`src/rtl/ulf_pkg.sv`:
```
`timescale 1ns / 1ps

package ulf_pkg;

  // Command classes handed from the front end to the execution unit
  typedef enum logic [1:0] {
    OP_PUSH    = 2'd0,
    OP_PROCESS = 2'd1,
    OP_TAKE    = 2'd2,
    OP_NOP     = 2'd3
  } op_t;

  typedef struct packed {
    op_t        op;
    logic [7:0] data;
  } cmd_t;

  typedef enum logic [2:0] {
    ST_IDLE,
    ST_DRAIN_RD,
    ST_DRAIN_WR,
    ST_TAKE_RD,
    ST_TAKE_OUT
  } back_state_t;

  // One result, as it leaves the output register
  typedef struct packed {
    logic       last;
    logic       char_valid;
    logic [7:0] char_out;
    logic [6:0] line_length;
    logic       line_ready;
    logic       accepted;
  } res_t;

  localparam int unsigned KindW   = 2;
  localparam int unsigned OutDataW = 24;

  localparam logic [7:0] CHAR_LF   = 8'h0A;
  localparam logic [7:0] CHAR_CR   = 8'h0D;
  localparam logic [7:0] CHAR_SEMI = 8'h3B;
  localparam logic [7:0] CHAR_QM   = 8'h3F;
  localparam logic [7:0] CHAR_NUL  = 8'h00;

endpackage

```
`src/rtl/uart_rx_ring_line_framer_top.sv`:
```
`timescale 1ns / 1ps
// Channel | Dir | tdata (low bit first)                          | tuser      | tlast
// in_     | in  | [7:0] data_byte                                | [1:0] kind | -
// out_    | out | [0] accepted [1] line_ready [8:2] line_length  | [0] char_  | last
//         |     | [16:9] char_out, [23:17] zero                  |    valid   |
// Flow: a received byte, a status reply or a take on no line passes through the command queue
//   and the execution unit; a process drains the ring byte by byte, each byte read from the
//   registered ring memory and then written to the line; a take reads each line character
//   from the registered line memory before it is emitted.
// Reset: rst_n synchronous, active low; ring empty, line empty, ready flag clear.
// Stalls: the command queue takes up to two transactions while the output register holds.

module uart_rx_ring_line_framer_top import ulf_pkg::*; #(
  parameter int unsigned RING_SLOTS = 64,
  parameter int unsigned LINE_LEN   = 32
) (
  input  logic                clk,
  input  logic                rst_n,
  input  logic                in_tvalid,
  output logic                in_tready,
  input  logic [7:0]          in_tdata,   // [7:0] data_byte
  input  logic [KindW-1:0]    in_tuser,   // [1:0] kind
  output logic                out_tvalid,
  input  logic                out_tready,
  output logic [OutDataW-1:0] out_tdata,  // accepted, line_ready, line_length, char_out
  output logic                out_tuser,  // [0] char_valid
  output logic                out_tlast
);

  logic cmd_valid;
  logic cmd_ready;
  cmd_t cmd;
  res_t res;

  // Front end: classify each transaction and queue it
  ulf_front u_front (
    .clk       (clk),
    .rst_n     (rst_n),
    .in_tvalid (in_tvalid),
    .in_tready (in_tready),
    .in_tdata  (in_tdata),
    .in_tuser  (in_tuser),
    .cmd_valid (cmd_valid),
    .cmd_ready (cmd_ready),
    .cmd       (cmd)
  );

  // Execution unit: ring, line store, output register
  ulf_back #(
    .RING_SLOTS (RING_SLOTS),
    .LINE_LEN   (LINE_LEN)
  ) u_back (
    .clk       (clk),
    .rst_n     (rst_n),
    .cmd_valid (cmd_valid),
    .cmd_ready (cmd_ready),
    .cmd       (cmd),
    .out_valid (out_tvalid),
    .out_ready (out_tready),
    .res       (res)
  );

  // Pack the result fields, lowest field first, padded with zeros to 24 bits
  assign out_tdata = {7'd0, res.char_out, res.line_length, res.line_ready, res.accepted};
  assign out_tuser = res.char_valid;
  assign out_tlast = res.last;

endmodule

```
`src/rtl/ulf_front.sv`:
```
`timescale 1ns / 1ps

module ulf_front import ulf_pkg::*; (
  input  logic             clk,
  input  logic             rst_n,
  input  logic             in_tvalid,
  output logic             in_tready,
  input  logic [7:0]       in_tdata,
  input  logic [KindW-1:0] in_tuser,
  output logic             cmd_valid,
  input  logic             cmd_ready,
  output cmd_t             cmd
);

  // two-entry command queue
  cmd_t       q_r [2];
  logic       wp_r, wp_nxt;
  logic       rp_r, rp_nxt;
  logic [1:0] cnt_r, cnt_nxt;
  logic       push, pop;
  cmd_t       cmd_in;

  always_comb begin
    unique case (in_tuser)
      2'd0:    cmd_in.op = OP_PUSH;
      2'd1:    cmd_in.op = OP_PROCESS;
      2'd2:    cmd_in.op = OP_TAKE;
      default: cmd_in.op = OP_NOP;
    endcase
    cmd_in.data = in_tdata;
  end

  assign in_tready = (cnt_r != 2'd2);
  assign cmd_valid = (cnt_r != 2'd0);
  assign cmd       = q_r[rp_r];
  assign push      = in_tvalid && in_tready;
  assign pop       = cmd_valid && cmd_ready;

  always_comb begin
    wp_nxt  = push ? ~wp_r : wp_r;
    rp_nxt  = pop ? ~rp_r : rp_r;
    cnt_nxt = cnt_r + {1'b0, push} - {1'b0, pop};
  end

  always_ff @(posedge clk) begin
    if (!rst_n) begin
      wp_r  <= 1'b0;
      rp_r  <= 1'b0;
      cnt_r <= 2'd0;
    end else begin
      wp_r  <= wp_nxt;
      rp_r  <= rp_nxt;
      cnt_r <= cnt_nxt;
    end
  end

  always_ff @(posedge clk) begin
    if (push) begin
      q_r[wp_r] <= cmd_in;
    end
  end

endmodule

```
`src/rtl/ulf_back.sv`:
```
`timescale 1ns / 1ps

module ulf_back import ulf_pkg::*; #(
  parameter int unsigned RING_SLOTS = 64,
  parameter int unsigned LINE_LEN   = 32
) (
  input  logic clk,
  input  logic rst_n,
  input  logic cmd_valid,
  output logic cmd_ready,
  input  cmd_t cmd,
  output logic out_valid,
  input  logic out_ready,
  output res_t res
);

  localparam int unsigned PW = (RING_SLOTS > 1) ? $clog2(RING_SLOTS) : 1;
  localparam int unsigned CW = $clog2(LINE_LEN + 1);
  localparam int unsigned LW = (LINE_LEN > 1) ? $clog2(LINE_LEN) : 1;

  logic [7:0]  ring_mem [RING_SLOTS];
  logic [7:0]  line_mem [LINE_LEN];
  logic [7:0]  ring_q_r;
  logic [7:0]  line_q_r;

  back_state_t state_r, state_nxt;
  logic [PW-1:0] rd_r, rd_nxt;
  logic [PW-1:0] wr_r, wr_nxt;
  logic [CW-1:0] count_r, count_nxt;
  logic [CW-1:0] idx_r, idx_nxt;
  logic          ready_r, ready_nxt;
  logic          out_valid_r;
  res_t          res_r, res_nxt;
  logic          emit, can_emit, ring_we, line_we;
  logic          full_line, is_term;
  logic [PW-1:0] wr_next_slot, rd_next_slot;

  assign can_emit     = !out_valid_r || out_ready;
  assign wr_next_slot = (wr_r == PW'(RING_SLOTS - 1)) ? '0 : wr_r + PW'(1);
  assign rd_next_slot = (rd_r == PW'(RING_SLOTS - 1)) ? '0 : rd_r + PW'(1);
  assign full_line    = (count_r >= CW'(LINE_LEN));
  assign is_term      = (ring_q_r == CHAR_LF) || (ring_q_r == CHAR_CR) ||
                        (ring_q_r == CHAR_SEMI) || (ring_q_r == CHAR_QM);

  always_comb begin
    state_nxt = state_r;
    rd_nxt    = rd_r;
    wr_nxt    = wr_r;
    count_nxt = count_r;
    idx_nxt   = idx_r;
    ready_nxt = ready_r;
    emit      = 1'b0;
    res_nxt   = '0;
    ring_we   = 1'b0;
    line_we   = 1'b0;
    cmd_ready = 1'b0;

    unique case (state_r)
      ST_IDLE: begin
        if (cmd_valid && can_emit) begin
          cmd_ready = 1'b1;
          unique case (cmd.op)
            OP_PUSH: begin
              if (wr_next_slot != rd_r) begin
                ring_we          = 1'b1;
                wr_nxt           = wr_next_slot;
                res_nxt.accepted = 1'b1;
              end
              emit                = 1'b1;
              res_nxt.line_ready  = ready_r;
              res_nxt.line_length = 7'(count_r);
              res_nxt.last        = 1'b1;
            end
            OP_PROCESS: begin
              if (ready_r) begin
                emit                = 1'b1;
                res_nxt.line_ready  = 1'b1;
                res_nxt.line_length = 7'(count_r);
                res_nxt.last        = 1'b1;
              end else begin
                state_nxt = ST_DRAIN_RD;
              end
            end
            OP_TAKE: begin
              if (!ready_r) begin
                emit                = 1'b1;
                res_nxt.line_length = 7'(count_r);
                res_nxt.last        = 1'b1;
              end else if (count_r == '0) begin
                ready_nxt    = 1'b0;
                emit         = 1'b1;
                res_nxt.last = 1'b1;
              end else begin
                idx_nxt   = '0;
                state_nxt = ST_TAKE_RD;
              end
            end
            OP_NOP: begin
              emit                = 1'b1;
              res_nxt.line_ready  = ready_r;
              res_nxt.line_length = 7'(count_r);
              res_nxt.last        = 1'b1;
            end
            default: ;
          endcase
        end
      end
      ST_DRAIN_RD: begin
        if (ready_r || (rd_r == wr_r) || full_line) begin
          if (can_emit) begin
            ready_nxt           = ready_r || full_line;
            emit                = 1'b1;
            res_nxt.line_ready  = ready_r || full_line;
            res_nxt.line_length = 7'(count_r);
            res_nxt.last        = 1'b1;
            state_nxt           = ST_IDLE;
          end
        end else begin
          rd_nxt    = rd_next_slot;
          state_nxt = ST_DRAIN_WR;
        end
      end
      ST_DRAIN_WR: begin
        // drop zero bytes, append everything else
        if (ring_q_r != CHAR_NUL) begin
          line_we   = 1'b1;
          count_nxt = count_r + CW'(1);
        end
        if (is_term) begin
          ready_nxt = 1'b1;
        end
        state_nxt = ST_DRAIN_RD;
      end
      ST_TAKE_RD: begin
        state_nxt = ST_TAKE_OUT;
      end
      ST_TAKE_OUT: begin
        if (can_emit) begin
          emit               = 1'b1;
          res_nxt.char_out   = line_q_r;
          res_nxt.char_valid = 1'b1;
          if (idx_r == count_r - CW'(1)) begin
            res_nxt.last = 1'b1;
            ready_nxt    = 1'b0;
            count_nxt    = '0;
            state_nxt    = ST_IDLE;
          end else begin
            res_nxt.line_ready  = 1'b1;
            res_nxt.line_length = 7'(count_r);
            idx_nxt             = idx_r + CW'(1);
            state_nxt           = ST_TAKE_RD;
          end
        end
      end
      default: state_nxt = ST_IDLE;
    endcase
  end

  always_ff @(posedge clk) begin
    if (!rst_n) begin
      state_r     <= ST_IDLE;
      rd_r        <= '0;
      wr_r        <= '0;
      count_r     <= '0;
      idx_r       <= '0;
      ready_r     <= 1'b0;
      out_valid_r <= 1'b0;
    end else begin
      state_r <= state_nxt;
      rd_r    <= rd_nxt;
      wr_r    <= wr_nxt;
      count_r <= count_nxt;
      idx_r   <= idx_nxt;
      ready_r <= ready_nxt;
      if (emit) begin
        out_valid_r <= 1'b1;
      end else if (out_ready) begin
        out_valid_r <= 1'b0;
      end
    end
  end

  always_ff @(posedge clk) begin
    if (emit) begin
      res_r <= res_nxt;
    end
  end

  always_ff @(posedge clk) begin
    if (ring_we) begin
      ring_mem[wr_r] <= cmd.data;
    end
    ring_q_r <= ring_mem[rd_r];
  end

  always_ff @(posedge clk) begin
    if (line_we) begin
      line_mem[count_r[LW-1:0]] <= ring_q_r;
    end
    line_q_r <= line_mem[idx_r[LW-1:0]];
  end

  assign out_valid = out_valid_r;
  assign res       = res_r;

  a_count_bound: assert property (@(posedge clk) disable iff (!rst_n)
    count_r <= CW'(LINE_LEN))
    else $error("line count beyond line size");

  a_take_state: assert property (@(posedge clk) disable iff (!rst_n)
    (state_r == ST_TAKE_RD || state_r == ST_TAKE_OUT) |-> (ready_r && count_r != '0))
    else $error("line output without a finished line");

  a_nonlast_is_char: assert property (@(posedge clk) disable iff (!rst_n)
    (out_valid_r && !res_r.last) |-> res_r.char_valid)
    else $error("non-final result without a character");

  a_drain_clears_on_take: assert property (@(posedge clk) disable iff (!rst_n)
    (state_r == ST_TAKE_OUT && emit && res_nxt.last) |=> (count_r == '0 && !ready_r))
    else $error("line not cleared after output");

endmodule

```
`config.mk`:
```
export PLATFORM = sky130hd
export DESIGN_NAME = uart_rx_ring_line_framer_top
export DESIGN_NICKNAME = d
export VERILOG_FILES = /design/src/rtl/ulf_pkg.sv /design/src/rtl/uart_rx_ring_line_framer_top.sv /design/src/rtl/ulf_front.sv /design/src/rtl/ulf_back.sv
export SDC_FILE = /design/constraint.sdc
export NUM_CORES = 1
export LEC_CHECK = 0
export ABC_AREA = 1
export ABC_CLOCK_PERIOD_IN_PS = 4050
export BUFFER_PORTS_ARGS = -buffer_cell sky130_fd_sc_hd__clkbuf_2
export CAP_MARGIN = 20
export CORE_ASPECT_RATIO = 1.4
export CORE_MARGIN = 4
export CORE_UTILIZATION = 55
export DETAILED_ROUTE_END_ITERATION = 6
export PLACE_DENSITY = 0.71
export SETUP_SLACK_MARGIN = 0.4
export SLEW_MARGIN = 15
export SYNTH_ARGS = -nofsm -noshare
export SYNTH_HDL_FRONTEND = slang
export SYNTH_SLANG_ARGS = --single-unit
```
`constraint.sdc`:
```
create_clock -name clk -period 4.05 [get_ports clk]
set_input_delay 0.81 -clock clk [delete_from_list [all_inputs] [get_ports clk]]
set_output_delay 0.81 -clock clk [all_outputs]
set_load 0.05 [all_outputs]
```
==> metrics.txt <==
outcome=complete, no violations; vias in the first global route=22600; DRT Wirelength=90200 um; Initial Utilization=55.4%; Mapped Avg Cell Area=roughly 12 um2; area of the multi-input gates=8680 um2; antenna violations before repair=0; P per Cell Area=between 500 and 600 nW/um2; MaxCap Viol Count=0; Std-Cell Rows=109; Cell Area, Placed=35900 um2; Hold Buf Count CTS=0; io pins=42; Synth-to-Final Area Change=9.87%; Die Footprint=67800 um2; critical path cell sequence=o21ai_0, ha_1, inv_1, nor2_4, nand2_8, inv_6, nand2_1, nor2_1; Crit Path Category=register to register; Tcrit/Tclk final=80.4%; DR vias=between 20000 and 25000; DR WL/cell=around 24 um; core area=63100 um2; Worst Path Buf+Inv=2; post-synthesis cell count=2889; CTS Buffer Depth=3; Setup crit end=u_back.ring_mem[45][3]$_DFFE_PP_; first-pass GRT wire length=between 100000 and 150000 um; Tot Pwr=23.1 mW; layout cells sized above 1=9.20%; DR DRC count=0; cts bufs inserted=roughly 80; # nets final=2910; fin util=60.9%; Avg Vias per Cell=6.09; clock skew=a little under 0.03 ns; ys async rst share=0%; final setup TNS=0 ns; count leader, synth=edfxtp_1; leading area contributor after synthesis=edfxtp_1; RSZ-0062 raised after global routing=false; Starting DRT DRC Count=between 2000 and 3000; fmax=roughly 0.31 GHz; max-slew violation count=0; Skew-Pair Late Insertion Delay=roughly 0.63 ns; Final Wtd Congestion=approximately 0.98; Setup crit start kind=register; WP data arrival=~3.5 ns; peak supply drop=~0.60 mV; Post-CTS Resized=0; fin area=38500 um2; DP Cell Count=3634; Reg2Reg Setup Slack=0.80 ns; Hold Fails Final Rpt=0; largest net degree at the start of global routing=260; Clock Sinks=856; WP depth=8; Slowest-stage cell, CP=nor2_1; Crit. End Element=register; drt pass-1 iters=6; CTS clk-pin slew, worst paths=~0.060 ns; Post-synth EDFFs=806; Synth Cell Area=35000 um2; worst slew pin tran=1.06 ns; Crit path max-delay family=simple AND/OR/NAND/NOR gates; GRT overflow=0; CP Data Required Time=4.31 ns; root buffer cell=clkbuf_16; register area share after synthesis=around 72%; Min-Delay Path Class=input port to register; Vert. Die Dim=307 um; yosys warns=0; n_diodes=0; Antenna Violating Nets Remaining=0; post-layout min period=3.25 ns; Layout fillers=approximately 4800; Reg area=25200 um2; Buffers on Ports=33; Lkg Pwr=roughly 13 nW; Post-Layout Cell Count=between 3000 and 4000; #FFs+latches synth=856; post-synthesis cell type count=44; die width=221 um; worst r2r path cells=8; DP HPWL=56000 um; post-CTS setup buffers=0; leading post-synthesis cells by cell area=edfxtp_1 (69%), nor2_1 (6.3%), o21ai_0 (5.9%), dfxtp_1 (2.9%), nand2_1 (2.8%); crit-path max FO=12; H-Tree Depth=3; CP max stage delay=around 0.7 ns; TritonCTS clock tree=done; endpoints failing setup=0; most frequent cells after synthesis=edfxtp_1 (806), nor2_1 (589), o21ai_0 (411); Main synth FF type=edfxtp_1; GRT Overall Usage=a little over a quarter; worst flop-to-flop path endpoint=u_back.ring_mem[45][3]$_DFFE_PP_; share of the synthesized area in the top cell type=69.1%; relative slew slack=between 20 and 30%
cells in the final DEF, fill, tap and decap left out, types with 4 or more instances in the layout:
master and instances:
nand2_8 6, xnor2_1 4, clkbuf_1 13, bufinv_16 7, a21oi_1 42, conb_1 8
nor2_4 9, mux2_2 7, nand2_2 10, o22ai_1 73, clkbuf_2 33, o221ai_1 50
clkinvlp_4 6, nand2_1 261, o21ai_0 411, nor3_1 14, edfxtp_1 806, nor2_1 588
or2_2 5, o21a_1 8, clkinv_2 16, o211ai_1 60, clkinv_1 19, xor2_1 11
ha_1 14, inv_1 78, nor2_2 7, clkbuf_16 81, nand4_1 20, dfxtp_1 45
nand3b_1 4, buf_4 54, inv_2 7, nand3_1 138
worst min path at each step:
stage,cells after the start,startpoint,end,slack [ns]
global route,1,in_tdata[2],u_front.q_r[1][2]$_DFFE_PP_,0.35
detailed placement,1,u_front.cnt_r[1]$_SDFF_PN0_,u_front.cnt_r[1]$_SDFF_PN0_,0.49
floorplan,1,u_front.cnt_r[1]$_SDFF_PN0_,u_front.cnt_r[1]$_SDFF_PN0_,0.44
CTS,1,in_tdata[7],u_front.q_r[1][7]$_DFFE_PP_,0.35
finish,1,in_tdata[1],u_front.q_r[0][1]$_DFFE_PP_,0.37
global placement,1,u_front.cnt_r[1]$_SDFF_PN0_,u_front.cnt_r[1]$_SDFF_PN0_,0.46
metrics by stage:
stage	hold WS, ns	worst slack, ns
after floorplan	0.443	1.38
after global placement	0.461	0.706
after detailed placement	0.486	0.583
after CTS	0.345	0.777
after global routing	0.349	0.603
final	0.374	0.795
cells by family after synthesis:
logic type / Yosys count / synth area share, %
xor+xnor: 15 / 0.375
compound gates: 652 / 10.7
mux: 8 / 0.257
buf+inv: 276 / 3.30
other cells: 1 / 0.0107
simple gates: 1067 / 12.9
fa+ha+maj: 14 / 0.500
flops: 856 / 72.0
state kept, by name (all words and copies together), names as in the netlist, named ones only:
signal            count
u_front.q_r          20
u_back.line_mem     256
u_back.state_r        3
u_back.wr_r           6
u_back.rd_r           6
u_back.count_r        6
u_back.line_q_r       8
u_back.out_valid      1
u_back.res           18
u_back.ready_r        1
u_front.wp_r          1
u_back.ring_q_r       8
u_front.cnt_r         2
u_back.ring_mem     512
u_front.rp_r          1
u_back.idx_r          6
where the power goes:
part	internal [mW]	total [mW]	switching [mW]
Clock	4.16	7.33	3.17
Sequential	10.9	11.1	0.227
Combinational	0.954	4.62	3.66
area by class of cell:
type,instances,area share [%]
clock buffers,96,5.47
clock inverters,48,1.17
inverters,93,0.937
multi-input cells,1764,22.6
flip-flops and latches,856,65.6
well taps,832,2.71
repair buffers,89,1.59
layer usage:
| layer | wire length (um) | up-vias | part of all wire [%] | GRT usage [%] |
|---|---|---|---|---|
| met5 | 0 | - | 0 | 0 |
| met4 | 5480 | 0 | 6.1 | 14.1 |
| met3 | 5680 | 284 | 6.3 | 3.94 |
| met2 | 46500 | 1080 | 52 | 46.3 |
| met1 | 32500 | 11200 | 36 | 30.7 |
| li1 | - | 10400 | - | - |
Power figures use the tool's default switching activity.
